## config.mk

```make
export PLATFORM = sky130hd
export DESIGN_NAME = signed_nonrestoring_divider
export DESIGN_NICKNAME = d
export VERILOG_FILES = /design/src/hdl/sdiv_pkg.sv /design/src/hdl/signed_nonrestoring_divider.sv /design/src/hdl/sdiv_sequencer.sv /design/src/hdl/sdiv_datapath.sv
export SDC_FILE = /design/constraint.sdc
export NUM_CORES = 1
export LEC_CHECK = 0
export BUFFER_PORTS_ARGS = -buffer_cell sky130_fd_sc_hd__buf_2
export CORE_MARGIN = 8
export CORE_UTILIZATION = 40
export CTS_CLUSTER_DIAMETER = 200
export CTS_CLUSTER_SIZE = 24
export DETAILED_ROUTE_END_ITERATION = 8
export PLACE_DENSITY = 0.66
export SLEW_MARGIN = 20
export SYNTH_ARGS = -nofsm -noshare
export SYNTH_HDL_FRONTEND = slang
export SYNTH_SLANG_ARGS = --single-unit
export TNS_END_PERCENT = 50
```

## constraint.sdc

```tcl
create_clock -name aclk -period 6.95 [get_ports aclk]
set_input_delay 0.3475 -clock aclk [delete_from_list [all_inputs] [get_ports aclk]]
set_output_delay 0.3475 -clock aclk [all_outputs]
set_load 0.01 [all_outputs]
```

## src/hdl/sdiv_pkg.sv

```systemverilog
// Shared types, widths and microcode program of the signed divider.
`timescale 1ns / 1ps
package sdiv_pkg;

    localparam int WIDTH    = 16;
    localparam int REM_W    = WIDTH + 2;
    localparam int CNT_W    = $clog2(WIDTH + 1);
    localparam int S_DATA_W = ((2 * WIDTH + 7) / 8) * 8;
    localparam int M_DATA_W = ((2 * WIDTH + 7) / 8) * 8;
    localparam int UPC_W    = 2;

    typedef logic [WIDTH-1:0] data_t;
    typedef logic [REM_W-1:0] rem_t;
    typedef logic [CNT_W-1:0] cnt_t;
    typedef logic [UPC_W-1:0] upc_t;

    typedef enum logic [1:0] {
        DP_LOAD = 2'd0,
        DP_STEP = 2'd1,
        DP_FIX  = 2'd2,
        DP_EMIT = 2'd3
    } dp_op_t;

    typedef enum logic [1:0] {
        WAIT_NONE = 2'd0,
        WAIT_IN   = 2'd1,
        WAIT_OUT  = 2'd2
    } wait_t;

    typedef enum logic [1:0] {
        JMP_NEXT   = 2'd0,
        JMP_ALWAYS = 2'd1,
        JMP_CNT_NZ = 2'd2,
        JMP_ZERO   = 2'd3
    } jump_t;

    typedef struct packed {
        dp_op_t op;
        wait_t  waitc;
        jump_t  jump;
        upc_t   target;
    } uword_t;

    typedef struct packed {
        dp_op_t op;
        logic   exec;
        logic   in_ready;
    } seq_ctrl_t;

    typedef struct packed {
        logic divisor_zero;
    } dp_status_t;

    localparam upc_t UPC_LOAD = 2'd0;
    localparam upc_t UPC_STEP = 2'd1;
    localparam upc_t UPC_FIX  = 2'd2;
    localparam upc_t UPC_EMIT = 2'd3;

    function automatic uword_t ucode_rom(upc_t addr);
        uword_t w;
        unique case (addr)
            UPC_LOAD: w = '{op: DP_LOAD, waitc: WAIT_IN,   jump: JMP_ZERO,   target: UPC_EMIT};
            UPC_STEP: w = '{op: DP_STEP, waitc: WAIT_NONE, jump: JMP_CNT_NZ, target: UPC_STEP};
            UPC_FIX:  w = '{op: DP_FIX,  waitc: WAIT_NONE, jump: JMP_NEXT,   target: UPC_EMIT};
            UPC_EMIT: w = '{op: DP_EMIT, waitc: WAIT_OUT,  jump: JMP_ALWAYS, target: UPC_LOAD};
            default:  w = '{op: DP_EMIT, waitc: WAIT_OUT,  jump: JMP_ALWAYS, target: UPC_LOAD};
        endcase
        return w;
    endfunction

endpackage

```

## src/hdl/signed_nonrestoring_divider.sv

```systemverilog
// Top level of the microcoded signed non-restoring divider.
//
//  channel | dir | tdata (low bit up)            | tuser
//  s_      | in  | dividend, divisor             | -
//  m_      | out | quotient, remainder, zero pad | divide_by_zero
//
//  Each transaction runs one load, one add/subtract step per quotient bit, one
//  remainder correction and one sign fix into the output register. A zero divisor
//  jumps from load straight to emit.
//  Synchronous active-low reset returns the sequencer to its load step and drops m_tvalid.
//  The result waits in the output register while the next transaction is
//  loaded and worked; only its emit step stalls on an untaken result.
`timescale 1ns / 1ps
module signed_nonrestoring_divider (
    input  logic                             aclk,
    input  logic                             aresetn,
    input  logic                             s_tvalid,
    output logic                             s_tready,
    input  logic [sdiv_pkg::S_DATA_W-1:0]    s_tdata,   // dividend, divisor
    output logic                             m_tvalid,
    input  logic                             m_tready,
    output logic [sdiv_pkg::M_DATA_W-1:0]    m_tdata,   // quotient, remainder, zero pad
    output logic                             m_tuser    // divide_by_zero
);
    import sdiv_pkg::*;

    seq_ctrl_t  ctrl;
    dp_status_t status;
    data_t      dividend, divisor, quotient, remainder;
    logic       out_free;

    assign dividend = s_tdata[WIDTH-1:0];
    assign divisor  = s_tdata[2*WIDTH-1:WIDTH];
    assign out_free = !m_tvalid || m_tready;

    sdiv_sequencer u_seq (
        .aclk     (aclk),
        .aresetn  (aresetn),
        .in_valid (s_tvalid),
        .out_free (out_free),
        .status   (status),
        .ctrl     (ctrl)
    );

    sdiv_datapath u_dp (
        .aclk           (aclk),
        .aresetn        (aresetn),
        .ctrl           (ctrl),
        .dividend       (dividend),
        .divisor        (divisor),
        .out_taken      (m_tready),
        .status         (status),
        .out_valid      (m_tvalid),
        .quotient       (quotient),
        .remainder      (remainder),
        .divide_by_zero (m_tuser)
    );

    assign s_tready = ctrl.in_ready;
    assign m_tdata  = M_DATA_W'({remainder, quotient});

`ifndef NO_ASSERTIONS
    a_one_in_flight: assert property (@(posedge aclk) disable iff (!aresetn)
        s_tvalid && s_tready |=> !s_tready)
        else $error("second transaction accepted during a division");

    a_zero_result: assert property (@(posedge aclk) disable iff (!aresetn)
        m_tvalid && m_tuser |-> m_tdata == '0)
        else $error("divide by zero result not cleared");

    a_emit_only_when_free: assert property (@(posedge aclk) disable iff (!aresetn)
        m_tvalid && !m_tready |=> m_tvalid)
        else $error("untaken result dropped");
`endif

endmodule

```

## src/hdl/sdiv_sequencer.sv

```systemverilog
// Microcode sequencer: step counter, iteration counter and jump logic.
`timescale 1ns / 1ps
module sdiv_sequencer (
    input  logic                   aclk,
    input  logic                   aresetn,
    input  logic                   in_valid,
    input  logic                   out_free,
    input  sdiv_pkg::dp_status_t   status,
    output sdiv_pkg::seq_ctrl_t    ctrl
);
    import sdiv_pkg::*;

    upc_t   upc_reg, upc_next;
    cnt_t   cnt_reg, cnt_next;
    uword_t uw;
    logic   exec;

    assign uw = ucode_rom(upc_reg);

    always_comb begin
        unique case (uw.waitc)
            WAIT_NONE: exec = 1'b1;
            WAIT_IN:   exec = in_valid;
            WAIT_OUT:  exec = out_free;
            default:   exec = 1'b0;
        endcase
    end

    always_comb begin
        upc_next = upc_reg;
        if (exec) begin
            unique case (uw.jump)
                JMP_NEXT:   upc_next = upc_reg + 1'b1;
                JMP_ALWAYS: upc_next = uw.target;
                JMP_CNT_NZ: upc_next = (cnt_reg != cnt_t'(1)) ? uw.target : upc_reg + 1'b1;
                JMP_ZERO:   upc_next = status.divisor_zero ? uw.target : upc_reg + 1'b1;
                default:    upc_next = UPC_LOAD;
            endcase
        end
    end

    always_comb begin
        cnt_next = cnt_reg;
        if (exec && uw.op == DP_LOAD) begin
            cnt_next = cnt_t'(WIDTH);
        end else if (exec && uw.op == DP_STEP) begin
            cnt_next = cnt_reg - 1'b1;
        end
    end

    always_ff @(posedge aclk) begin
        if (!aresetn) begin
            upc_reg <= UPC_LOAD;
            cnt_reg <= '0;
        end else begin
            upc_reg <= upc_next;
            cnt_reg <= cnt_next;
        end
    end

    assign ctrl = '{op: uw.op, exec: exec, in_ready: (uw.waitc == WAIT_IN)};

endmodule

```

## src/hdl/sdiv_datapath.sv

```systemverilog
// Divider datapath: magnitude load, add/subtract step, correction and output register.
`timescale 1ns / 1ps
module sdiv_datapath (
    input  logic                  aclk,
    input  logic                  aresetn,
    input  sdiv_pkg::seq_ctrl_t   ctrl,
    input  sdiv_pkg::data_t       dividend,
    input  sdiv_pkg::data_t       divisor,
    input  logic                  out_taken,
    output sdiv_pkg::dp_status_t  status,
    output logic                  out_valid,
    output sdiv_pkg::data_t       quotient,
    output sdiv_pkg::data_t       remainder,
    output logic                  divide_by_zero
);
    import sdiv_pkg::*;

    rem_t  rem_reg, rem_next;
    data_t quo_reg, quo_next;
    data_t dvs_reg, dvs_next;
    logic  neg_q_reg, neg_q_next;
    logic  neg_r_reg, neg_r_next;
    logic  dbz_reg, dbz_next;
    logic  valid_reg, valid_next;
    data_t q_out_reg, q_out_next;
    data_t r_out_reg, r_out_next;
    logic  z_out_reg, z_out_next;

    data_t a_mag, b_mag;
    rem_t  shifted, d_ext, sum;
    data_t r_mag;

    assign a_mag   = dividend[WIDTH-1] ? data_t'(-dividend) : dividend;
    assign b_mag   = divisor[WIDTH-1]  ? data_t'(-divisor)  : divisor;
    assign status.divisor_zero = (divisor == '0);

    assign shifted = {rem_reg[REM_W-2:0], quo_reg[WIDTH-1]};
    assign d_ext   = {2'b00, dvs_reg};
    assign sum     = rem_reg[REM_W-1] ? shifted + d_ext : shifted - d_ext;
    assign r_mag   = rem_reg[WIDTH-1:0];

    always_comb begin
        rem_next   = rem_reg;
        quo_next   = quo_reg;
        dvs_next   = dvs_reg;
        neg_q_next = neg_q_reg;
        neg_r_next = neg_r_reg;
        dbz_next   = dbz_reg;
        q_out_next = q_out_reg;
        r_out_next = r_out_reg;
        z_out_next = z_out_reg;
        valid_next = valid_reg && !out_taken;
        if (ctrl.exec) begin
            unique case (ctrl.op)
                DP_LOAD: begin
                    rem_next = '0;
                    dvs_next = b_mag;
                    dbz_next = status.divisor_zero;
                    if (status.divisor_zero) begin
                        quo_next   = '0;
                        neg_q_next = 1'b0;
                        neg_r_next = 1'b0;
                    end else begin
                        quo_next   = a_mag;
                        neg_q_next = dividend[WIDTH-1] ^ divisor[WIDTH-1];
                        neg_r_next = dividend[WIDTH-1];
                    end
                end
                DP_STEP: begin
                    rem_next = sum;
                    quo_next = {quo_reg[WIDTH-2:0], ~sum[REM_W-1]};
                end
                DP_FIX: begin
                    if (rem_reg[REM_W-1]) begin
                        rem_next = rem_reg + d_ext;
                    end
                end
                DP_EMIT: begin
                    q_out_next = neg_q_reg ? data_t'(-quo_reg) : quo_reg;
                    r_out_next = neg_r_reg ? data_t'(-r_mag) : r_mag;
                    z_out_next = dbz_reg;
                    valid_next = 1'b1;
                end
                default: ;
            endcase
        end
    end

    always_ff @(posedge aclk) begin
        if (!aresetn) begin
            valid_reg <= 1'b0;
        end else begin
            valid_reg <= valid_next;
        end
    end

    always_ff @(posedge aclk) begin
        rem_reg   <= rem_next;
        quo_reg   <= quo_next;
        dvs_reg   <= dvs_next;
        neg_q_reg <= neg_q_next;
        neg_r_reg <= neg_r_next;
        dbz_reg   <= dbz_next;
        q_out_reg <= q_out_next;
        r_out_reg <= r_out_next;
        z_out_reg <= z_out_next;
    end

    assign out_valid      = valid_reg;
    assign quotient       = q_out_reg;
    assign remainder      = r_out_reg;
    assign divide_by_zero = z_out_reg;

endmodule

```

[Yosys cells after proc, flatten, opt, wreduce, memory -nomap -nowiden]
Cells that the tools add are included.
Word-level totals
  bits in registers: 94
  word-level logic and storage cells: 78
Operators by class
  add/sub/neg operators: 9
  eq/ne operators: 13
  multiplexer cells: 18
  bitwise gates (word level): 3
  reductions and logical operators: 20
Operators by type and width (count)
  two-way mux 16 bit: 4
  negator 16 bit: 4
  case mux 18 bit (3 select lines): 1
  adder 18 x 16 -> 18 bit: 2
  two-way mux 18 bit: 2
  case mux 16 bit (2 select lines): 1
  case mux 8 bit (4 select lines): 1
  subtractor 18 x 16 -> 18 bit: 1
  zero test 16 bit: 1
  two-way mux 15 bit: 1
  equality test 2 bit (second input constant): 7
  two-way mux 5 bit: 2
  equality test 2 x 1 -> 1 bit (second input constant): 4
  zero test 2 bit: 4
  case mux 2 bit (4 select lines): 1
  AND reduction 2 bit: 4
  != test 5 x 1 -> 1 bit (second input constant): 1
  subtractor 5 x 1 -> 5 bit (second input constant): 1
  two-way mux 2 bit: 2
  nonzero test 2 bit: 2
  logical AND 1 bit: 3
  case mux 1 bit (3 select lines): 1
  AND reduction 3 bit: 1
  nonzero test 3 bit: 1
  other kinds (8): 11

[Depth between registers and ports, before layout]
Gate-level depths: netlist (run 1).
  depth after elaboration: 7
  depth in mapped cells: 14
  gate-level depth less buffers: 13

[Hierarchy]
From an unflattened synthesis (run 1), not the netlist that was laid out.
Unflattened totals
  cells, all modules: 685
  area total of the unflattened synthesis: 6810.3 µm²
Modules (own cells, without submodules)
  sdiv_datapath: instances 1, cells an instance 620, area an instance 6223.5 µm²
  sdiv_sequencer: instances 1, cells an instance 64, area an instance 580.6 µm²
  signed_nonrestoring_divider: instances 1, cells an instance 1, area an instance 6.3 µm²

[Least setup slack after synthesis (run 1)]
OpenSTA, ideal clock, no wires.
  path kind: reg-to-reg
  start point: register u_dp.dvs_reg[8]
  end point: register u_dp.rem_reg[17], data pin
  arrival: 3.576 ns
  setup slack: 3.118 ns
  cell stages (with the launch flop): 14
  period minus slack after synthesis: 3.832 ns
  cell sequence: edfxtp_1 or4_1 nor3_1 and2_1 nor2_1 xnor2_1 ha_1 buf_2 nand4_1 or3_1 or3_1 and3_4 or3_1 a41o_1
On the way
  longest elaborated chain between the ends: 3
RTL lines
  from (decl): RTL line sdiv_datapath.sv:20  | data_t dvs_reg, dvs_next;
  from (signal assigned): RTL line sdiv_datapath.sv:100  | dvs_reg <= dvs_next;
  adder 18 x 16 -> 18 bit, or another cell as far along: RTL line sdiv_datapath.sv:75  | rem_next = rem_reg + d_ext;
  two-way mux 18 bit (on tied branches): RTL line sdiv_datapath.sv:74, sdiv_datapath.sv:39
  case mux 18 bit (3 select lines) (*): RTL line sdiv_datapath.sv:54  | unique case (ctrl.op)
  to (signal assigned): RTL line sdiv_datapath.sv:98  | rem_reg <= rem_next;
  to (decl): RTL line sdiv_datapath.sv:18  | rem_t rem_reg, rem_next;
Mark *: on every way between the ends. The rest lies on a longest branch, timed or not. The select of a mux whose other input is x is not followed.
A chain may end at the register's enable or synchronous reset.

[Worst setup path after layout (run 1)]
Ends and elaborated chain as after synthesis.

==> flow_metrics.tcl, run 1 <==
set metrics [dict create \
    synth_edf_count 86 \
    tns_ns 0 \
    numPortBuffers 70 \
    synthCells 670 \
    finalHoldViolCount 0 \
    synth_area_leaders "edfxtp_1 39%, xnor2_1 8.9%, ha_1 8.6%" \
    ant_nets 0 \
    tightest_slew_ns 0.756 \
    area_growth_pct 13.3 \
    grt_max_degree 51 \
    cpPeakStageDelay_ns 0.60 \
    clock_latency_ns 0.35 \
    die_h_um 145 \
    internal-power_w 0.00234 \
    crit_buf_inv 0 \
    overflow 0 \
    cp-end-kind "register" \
    hold_buffers 0 \
    post-synth-top-area-cell "edfxtp_1" \
    pwr-share-clk_pct 11.8 \
    cts_sinks 94 \
    synth-main-ff-cell "edfxtp_1" \
    relSlewSlack_pct 49.6 \
    required_ns 7.06 \
    switching_power_w 0.00198 \
    cp_slowest_cell "or4_1" \
    synth_top_area_share_pct 38.6 \
    cts_made_buffers 9 \
    wl_mm 15.8 \
    viasPerCell 5.40 \
    ys_async_sr_fraction_pct 0 \
    cts_tree "built" \
    ios 71 \
    rsz0062_at_grt "no" \
    cp_data_arrival_time_ns 4.23 \
    nets 821 \
    power_density_nw_per_um2 570 \
    postSynthNetCount 754 \
    grtUsageTotal_pct 14.8 \
    h-tree-depth 3 \
    first_iter_violations 342 \
    peakVddDrop_mv 0.196 \
    path_cells "or4_1 > nor3_1 > and2_1 > nor2_1 > xnor2_1 > ha_1 > nand4_1 > or3_1 > or3_1 > and3_4 > or3_1 > a41o_1" \
    drc 0 \
    post_cts_resized 0 \
    setup_viol 0 \
    final_area_sq_um 7590 \
    hpwl_mm 12.4 \
    period_needed_ns 4.12 \
    ys_seq_area_share_pct 40.9 \
    fmax_mhz 243 \
    layout-drive-gt1-share_pct 13.7 \
    critPathKind "register to register" \
    path_max_fanout 7 \
    n_antenna_cell 0 \
    root_buffer "clkbuf_16" \
    min_period_over_period_pct 59.3 \
    cp_common_cell "or3_1" \
    die_width_um 145 \
    p_leak_nw 2.85 \
    first_pass_iters 4 \
    row_count 47 \
    cp-start-kind "register" \
    finalMaxSlewViolations 0 \
    skew_ns 0.00969 \
    post-cts-setup-buffer-count 0 \
    clock_path_buffers 2 \
    antenna_found_initial 0 \
    core-area_sq_um 16500 \
    syn_area_sq_um 6700 \
    initial_utilization_pct 40.7 \
    yosys.cell_types.count 67 \
    die_area_sq_um 21100 \
    seq_power_share_pct 29.1 \
    power_frac_comb_pct 59.1 \
    synth_most_common_cell "edfxtp_1" \
    routedWlPerCell_um 16.5 \
    hold_class "input port to register" \
    status "finished clean" \
    swShare_pct 45.9 \
    clk_pin_slew_ns 0.07 \
    ys_warn_count 0 \
    largest_register_ffs 18 \
    grt_pass1_wl_mm 25.4 \
    routabilityCongestion 0.897 \
    placed_cell_area_sq_um 7280 \
    synth.avg_cell_area_sq_um 10.0 \
    vias 5197 \
    path_delay_family "simple AND/OR/NAND/NOR gates" \
    ys_top_cells_by_count "86 x edfxtp_1, 68 x xnor2_1, 55 x nand2_1" \
    synth-seq-cells 94 \
    maxCapViolCount 0 \
    grt_pass1_vias 4975 \
]
placed cells by master, fill, tap and decap left out, drive strengths merged, types with 4 or more instances in the layout:
| master | count |
|---|---|
| a21oi | 37 |
| nor4 | 5 |
| and2 | 5 |
| or3 | 13 |
| ha | 46 |
| and3 | 6 |
| xor2 | 30 |
| a211oi | 9 |
| nand2 | 55 |
| o21ai | 36 |
| a21boi | 4 |
| nor2b | 12 |
| a21o | 8 |
| edfxtp | 86 |
| o22ai | 7 |
| a22o | 5 |
| nor3 | 10 |
| o31ai | 28 |
| a31oi | 7 |
| buf | 74 |
| or4 | 8 |
| clkbuf | 9 |
| o21bai | 8 |
| o41ai | 6 |
| inv | 37 |
| nor2 | 35 |
| o311ai | 4 |
| nand2b | 10 |
| nand4 | 5 |
| dfxtp | 8 |
| a22oi | 7 |
| xnor2 | 68 |
| nand3 | 7 |
power groups by stage:
stage          sequential (W)  clock (W)  combinational (W)
5_1_grt               0.00129   0.000540            0.00284
3_3_place_gp          0.00126          0            0.00251
6_report              0.00126   0.000511            0.00255
2_1_floorplan         0.00116          0            0.00201
3_5_place_dp          0.00126          0            0.00253
4_1_cts               0.00125   0.000521            0.00254
cell families after synthesis:
family	count (synthesis)	share of synthesized area, %
adder cells (fa/ha/maj)	48	9.19
flip-flops	94	40.9
multiplexers	2	0.318
AND/OR/NAND/NOR	182	14.1
buffers and inverters	53	3.01
AO/OA/AOI/OAI	193	19.6
XOR/XNOR	98	12.8
layer usage:
layer,up-vias,track usage [%],wire [um]
met5,-,0,0
met4,0,4.06,236
met3,15,3.11,701
met2,95,23.2,7150
met1,2441,20.2,7740
li1,2646,-,-
layout make-up:
class | count | area [sq um]
Tap cell | 220 | 275
Clock buffer | 9 | 225
Multi-Input combinational cell | 523 | 3750
Timing Repair Buffer | 74 | 380
Inverter | 35 | 131
Clock inverter | 7 | 81.3
Fill cell | 1605 | 8880
Sequential cell | 94 | 2740
path summary, 6_finish.rpt:
check             slack, ns  cells after the start             from                  end
hold / removal         0.27                      1      s_tdata[16]      u_dp.dvs_reg[0]
setup / recovery       2.83                     12  u_dp.dvs_reg[8]     u_dp.rem_reg[17]
setup reg to reg       2.83                     12  u_dp.dvs_reg[8]     u_dp.rem_reg[17]
hold reg to reg        0.43                      0     u_dp.dbz_reg  u_dp.divide_by_zero
metrics by stage:
step | hold WS (ns) | std cells | util, % | setup slack, ns | total power (W)
5_1_grt | 0.252 | 962 | 46.1 | 2.61 | 0.00467
3_3_place_gp | 0.404 | 946 | 44.2 | 2.93 | 0.00377
2_1_floorplan | 0.400 | 670 | - | 3.12 | 0.00316
4_1_cts | 0.251 | 962 | 46.1 | 2.85 | 0.00431
6_report | 0.265 | 962 | 46.1 | 2.83 | 0.00432
3_5_place_dp | 0.411 | 946 | 44.2 | 2.86 | 0.00379
Note: power is estimated with default switching activity, not from simulation.
==> run 2, diff against run 1 <==
ABC_AREA = 1   (was unset)
clock period = 3.8 ns   (was 6.95 ns; I/O delays follow)
==> run 2 against run 1 <==
Non-clock buffer count up 1. Clock skew down 0.0020 ns. Fmax up 33%. Synthesized area rose by 5.2%. Critical endpoint is now u_dp.quo_reg[0]. Clock power is 89% higher. Core utilization grew 0.17 points. Sequential share of layout area shrank 1.7 points. Sequential power grew 77%.
==> flow_metrics.tcl, run 2 <==
set metrics [dict create \
    antenna_found_initial 0 \
    grt_pass1_wl_mm 28.2 \
    clock_path_buffers 2 \
    relSlewSlack_pct 52.3 \
    reg2reg_slack_ns 0.69 \
    overflow 0 \
    area_growth_pct 13.2 \
    synth_area_leaders "edfxtp_1 37%, nand2_1 9.8%, ha_1 8.2%" \
    finalMaxSlewViolations 0 \
    n_antenna_cell 0 \
    p_total_w 0.00783 \
    ys_async_sr_fraction_pct 0 \
    reg2reg_from "u_dp.dvs_reg[0]" \
    first_iter_violations 577 \
    status "finished clean" \
    row_count 48 \
    post-synth-top-area-cell "edfxtp_1" \
    skew_ns 0.00772 \
    nets 1046 \
    viasPerCell 5.21 \
    synth.avg_cell_area_sq_um 7.92 \
    clk_pin_slew_ns 0.07 \
    final_cell_mix "183 x nand2_1, 99 x nor2_1, 97 x inv_1" \
    grtUsageTotal_pct 15.9 \
    synthCells 889 \
    setup_viol 0 \
    clock_latency_ns 0.36 \
    cp-end-kind "register" \
    cts_sinks 94 \
    tns_ns 0 \
    cp_data_arrival_time_ns 3.26 \
    synth-seq-cells 94 \
    p_leak_nw 3.50 \
    worstHoldEndpoint "u_dp.dvs_reg[0]" \
    layout-drive-gt1-share_pct 12.7 \
    required_ns 3.95 \
    rsz0062_at_grt "no" \
    tightest_slew_ns 0.715 \
    h-tree-depth 3 \
    yosys.cell_types.count 44 \
    postSynthNetCount 973 \
    min-delay-start "s_tdata[16]" \
    hold_class "input port to register" \
    die_h_um 149 \
    peakVddDrop_mv 0.403 \
    ios 71 \
    synth_top_area_share_pct 36.7 \
    path_max_fanout 5 \
    rr_worst_depth 16 \
    cts_tree "built" \
    ys_seq_area_share_pct 38.9 \
    critPathKind "register to register" \
    post_cts_resized 0 \
    power_density_nw_per_um2 982 \
    routabilityCongestion 0.898 \
    whs_path_depth 1 \
    vias 6206 \
    maxCapViolCount 0 \
    initial_utilization_pct 40.9 \
    r2r_end "u_dp.quo_reg[0]" \
    drc 0 \
    ant_nets 0 \
    final_common_cell "nand2_1" \
    grt_pass1_vias 5686 \
    fmax_mhz 322 \
    first_pass_iters 7 \
    synth_most_common_cell "nand2_1" \
    hpwl_mm 14.3 \
    wl_mm 17.8 \
    ys_top_cells_by_count "183 x nand2_1, 100 x nor2_1, 97 x inv_1" \
    hold_buffers 0 \
    ys_warn_count 0 \
    cp-start-kind "register" \
    synth_edf_count 86 \
    cts_made_buffers 9 \
    synth-main-ff-cell "edfxtp_1" \
    syn_area_sq_um 7040 \
    root_buffer "clkbuf_16" \
    core-area_sq_um 17200 \
    period_needed_ns 3.11 \
    post-cts-setup-buffer-count 0 \
    grt_max_degree 33 \
    largest_register_ffs 18 \
    finalHoldViolCount 0 \
    numPortBuffers 70 \
    die_width_um 149 \
    min_period_over_period_pct 81.7 \
    routedWlPerCell_um 14.9 \
    die_area_sq_um 22100 \
]
==> run 2: cell count changes in the layout (fill, tap and decap cells not counted), moves of 9 or more <==
cell,previous run,this run
nand3_1,7,64
a211oi_1,9,0
nand2_1,55,183
inv_1,35,97
xor2_1,30,49
nor2_1,35,99
nand3b_1,0,16
nand2b_1,10,0
or3_1,12,0
nor2b_1,12,0
xnor2_1,68,15
o31ai_1,27,1
a21oi_1,37,89
==> run 2: how the worst max path moves through the flow <==
stage	to	depth (start not counted)	slack [ns]	from
2_1_floorplan	u_dp.divide_by_zero	6	0.64	u_seq.upc_reg[0]
3_3_place_gp	u_dp.quo_reg[0]	16	0.76	u_dp.dvs_reg[0]
3_5_place_dp	u_dp.quo_reg[0]	16	0.75	u_dp.dvs_reg[0]
4_1_cts	u_dp.quo_reg[0]	16	0.71	u_dp.dvs_reg[0]
5_1_grt	u_dp.quo_reg[0]	16	0.28	u_dp.dvs_reg[0]
6_report	u_dp.quo_reg[0]	16	0.69	u_dp.dvs_reg[0]
==> run 2: critical path, stage by stage, from the launching register on <==
cell	delay (ns)
edfxtp_1	0.47
inv_1	0.14
ha_1	0.20
nand4_1	0.14
nor3_2	0.19
nand3b_1	0.14
nor2_1	0.13
nand2_1	0.08
nand3b_1	0.08
nand2_1	0.06
ha_1	0.36
nand2_1	0.15
nor3_1	0.26
nand2_1	0.08
nand2_1	0.06
nand2_1	0.06
a31oi_1	0.30
==> run 2: metrics by stage <==
step	util, %	setup WS, ns	std cells	hold slack (ns)	area, sq um
after floorplan	-	0.641	889	0.289	7040
after global placement	44.5	0.761	1176	0.409	7660
after detailed placement	44.5	0.753	1176	0.406	7660
after CTS	46.3	0.707	1192	0.0462	7970
after global routing	46.3	0.283	1192	0.0518	7970
final	46.3	0.695	1192	0.0554	7970
==> run 2: cell type report <==
cell class                 instances  area, sq um
fill                            1732         9260
multi-input combinational        678         3860
sequential                        94         2740
inverter                         104          393
timing repair buffer              75          388
tap                              225          282
clock buffer                       9          225
clock inverter                     7         86.3
==> run 2: where the power goes <==
| group | leakage [nW] | total (W) | internal, W | switching (W) |
|---|---|---|---|---|
| clock | 0.151 | 0.000968 | 0.000527 | 0.000441 |
| combinational | 2.46 | 0.00464 | 0.00161 | 0.00303 |
| sequential | 0.885 | 0.00223 | 0.00177 | 0.000459 |
==> run 2: layer usage <==
layer | GRT usage (%) | share of wire [%]
met5 | 0 | 0
met1 | 22.6 | 49
met3 | 2.77 | 7.5
met2 | 23.9 | 42
met4 | 5.30 | 1.7
==> run 2: cell families after synthesis <==
kind of cell	share of synthesized area (%)
buffers and inverters	6.48
AO/OA/AOI/OAI	12.3
adder cells (fa/ha/maj)	8.74
XOR/XNOR	7.96
AND/OR/NAND/NOR	25.6
flip-flops	38.9
==> run 3, diff against run 2 <==
clock period = 2.9 ns   (was 3.8 ns; I/O delays follow)
==> run 3 against run 2 <==
The flow now finishes with violations (negative setup slack). Core utilization increased by 1.6 points. Final cell count increased by 1.3%. Highest routed layer unchanged. Die area unchanged. Flip-flop and latch count unchanged. Largest power group unchanged. Global-route usage increased by 0.42 points. Fmax increased by 5.9%.
==> flow_metrics.tcl, run 3 (same netlist as run 2, synthesis figures left out) <==
set metrics [dict create \
    cp-start-kind "register" \
    internal-power_w 0.00547 \
    core-area_sq_um 17200 \
    hold_ws_ns 0.0612 \
    clock_latency_ns 0.35 \
    maxCapViolCount 0 \
    h-tree-depth 3 \
    post-route-util_pct 47.9 \
    die_width_um 149 \
    final_cell_mix "175 x nand2_1, 96 x inv_1, 96 x nor2_1" \
    area_growth_pct 17.2 \
    finalMaxSlewViolations 0 \
    p_leak_nw 3.60 \
    switching_power_w 0.00554 \
    relSlewSlack_pct 52.6 \
    dp_slack_ns -0.00578 \
    cts_sinks 94 \
    overflow 0 \
    placed_cell_area_sq_um 7750 \
    peakVddDrop_mv 0.531 \
    first_pass_iters 5 \
    multiInputGateArea_sq_um 4000 \
    row_count 48 \
    grt_max_degree 33 \
    tightest_slew_ns 0.710 \
    ant_nets 0 \
    setup_viol 3 \
    fillers 1726 \
    root_buffer "clkbuf_16" \
    swShare_pct 50.3 \
    initial_utilization_pct 40.9 \
    tns_ns -0.0799 \
    final.setup.worst_slack_ns -0.0337 \
    power_frac_comb_pct 62.5 \
    numPortBuffers 70 \
    path_max_fanout 5 \
    clk_pin_slew_ns 0.07 \
    n_antenna_cell 0 \
    antenna_found_initial 0 \
    grtUsageTotal_pct 16.3 \
    skew_ns 0.00820 \
    layout-drive-gt1-share_pct 17.1 \
    wl_mm 18.3 \
    viasPerCell 5.16 \
    vias 6238 \
    required_ns 2.99 \
    grt_pass1_vias 5666 \
    cp-end-kind "register" \
    ios 71 \
    final_area_sq_um 8250 \
    final_common_cell "nand2_1" \
    pwr-share-clk_pct 11.4 \
    critPathKind "register to register" \
    first_iter_violations 465 \
    cts_tree "built" \
    rsz0062_at_grt "yes" \
    status "finished with violations" \
    die_h_um 149 \
    regArea_sq_um 2740 \
    nets 1062 \
    die_area_sq_um 22100 \
    min_period_over_period_pct 101 \
    hold_class "input port to register" \
    clock_path_buffers 2 \
    fmax_mhz 341 \
    grt_pass1_wl_mm 28.5 \
    cp_data_arrival_time_ns 3.02 \
    cts_made_buffers 9 \
    hpwl_mm 14.5 \
    violations "negative setup slack" \
    seq_power_share_pct 26.1 \
    routedWlPerCell_um 15.2 \
    routabilityCongestion 0.931 \
    power_density_nw_per_um2 1330 \
    drc 0 \
    largest_register_ffs 18 \
    period_needed_ns 2.93 \
    finalHoldViolCount 0 \
]
==> run 3: area by class of cell <==
type                       count  share of cell area [%]
clock inverter                 7                    1.05
inverter                     104                    4.76
tap                          225                    3.41
clock buffer                   9                    2.73
sequential                    94                    33.2
timing repair buffer          91                    6.34
multi-input combinational    678                    48.5
==> run 3: worst paths after layout <==
path | start | to | slack, ns | cells past startpoint
max | u_dp.dvs_reg[1] | u_dp.rem_reg[17] | -0.03 | 16
min | aresetn | u_seq.cnt_reg[4] | 0.06 | 3
max reg2reg | u_dp.dvs_reg[1] | u_dp.rem_reg[17] | -0.03 | 16
min reg2reg | u_dp.dbz_reg | u_dp.divide_by_zero | 0.43 | 0
==> run 3: critical path, stage by stage, from the launching register on <==
cell	delay [ns]
edfxtp_1	0.42
inv_1	0.08
ha_2	0.17
nand4_1	0.12
nor3_2	0.26
nand3b_1	0.16
o21ai_1	0.19
xnor2_1	0.18
ha_2	0.39
a21oi_4	0.17
o21ai_2	0.08
nand2_1	0.07
nand2_1	0.06
a21oi_1	0.11
nand2_1	0.09
nand3_2	0.08
a21oi_1	0.05
==> run 3: what timing repair did <==
action | 4_1_cts | 5_1_grt
setup endpoints to repair | 2 | 9
pin swaps | 0 | 27
resized for setup | 2 | 39
hold buffers | 1 | 0
endpoints found under the hold margin | 1 | 0
setup buffers | 0 | 5
==> run 3: power by group through the flow <==
stage / combinational (W) / clock (W) / sequential [W]
final: 0.00688 / 0.00125 / 0.00287
after global routing: 0.00767 / 0.00133 / 0.00293
after CTS: 0.00624 / 0.00128 / 0.00285
after floorplan: 0.00466 / 0 / 0.00270
after detailed placement: 0.00619 / 0 / 0.00288
after global placement: 0.00617 / 0 / 0.00287
==> run 3: per-layer routing <==
layer,global-route usage [%],wire length [um]
met1,22.9,9010
met2,24.3,7810
met3,2.80,1120
met4,6.78,413
met5,0,0
==> run 3: stage by stage <==
stage,power [W],instances
6_report,0.0110,1208
5_1_grt,0.0119,1208
4_1_cts,0.0104,1203
3_5_place_dp,0.00908,1186
3_3_place_gp,0.00904,1186
2_1_floorplan,0.00736,889
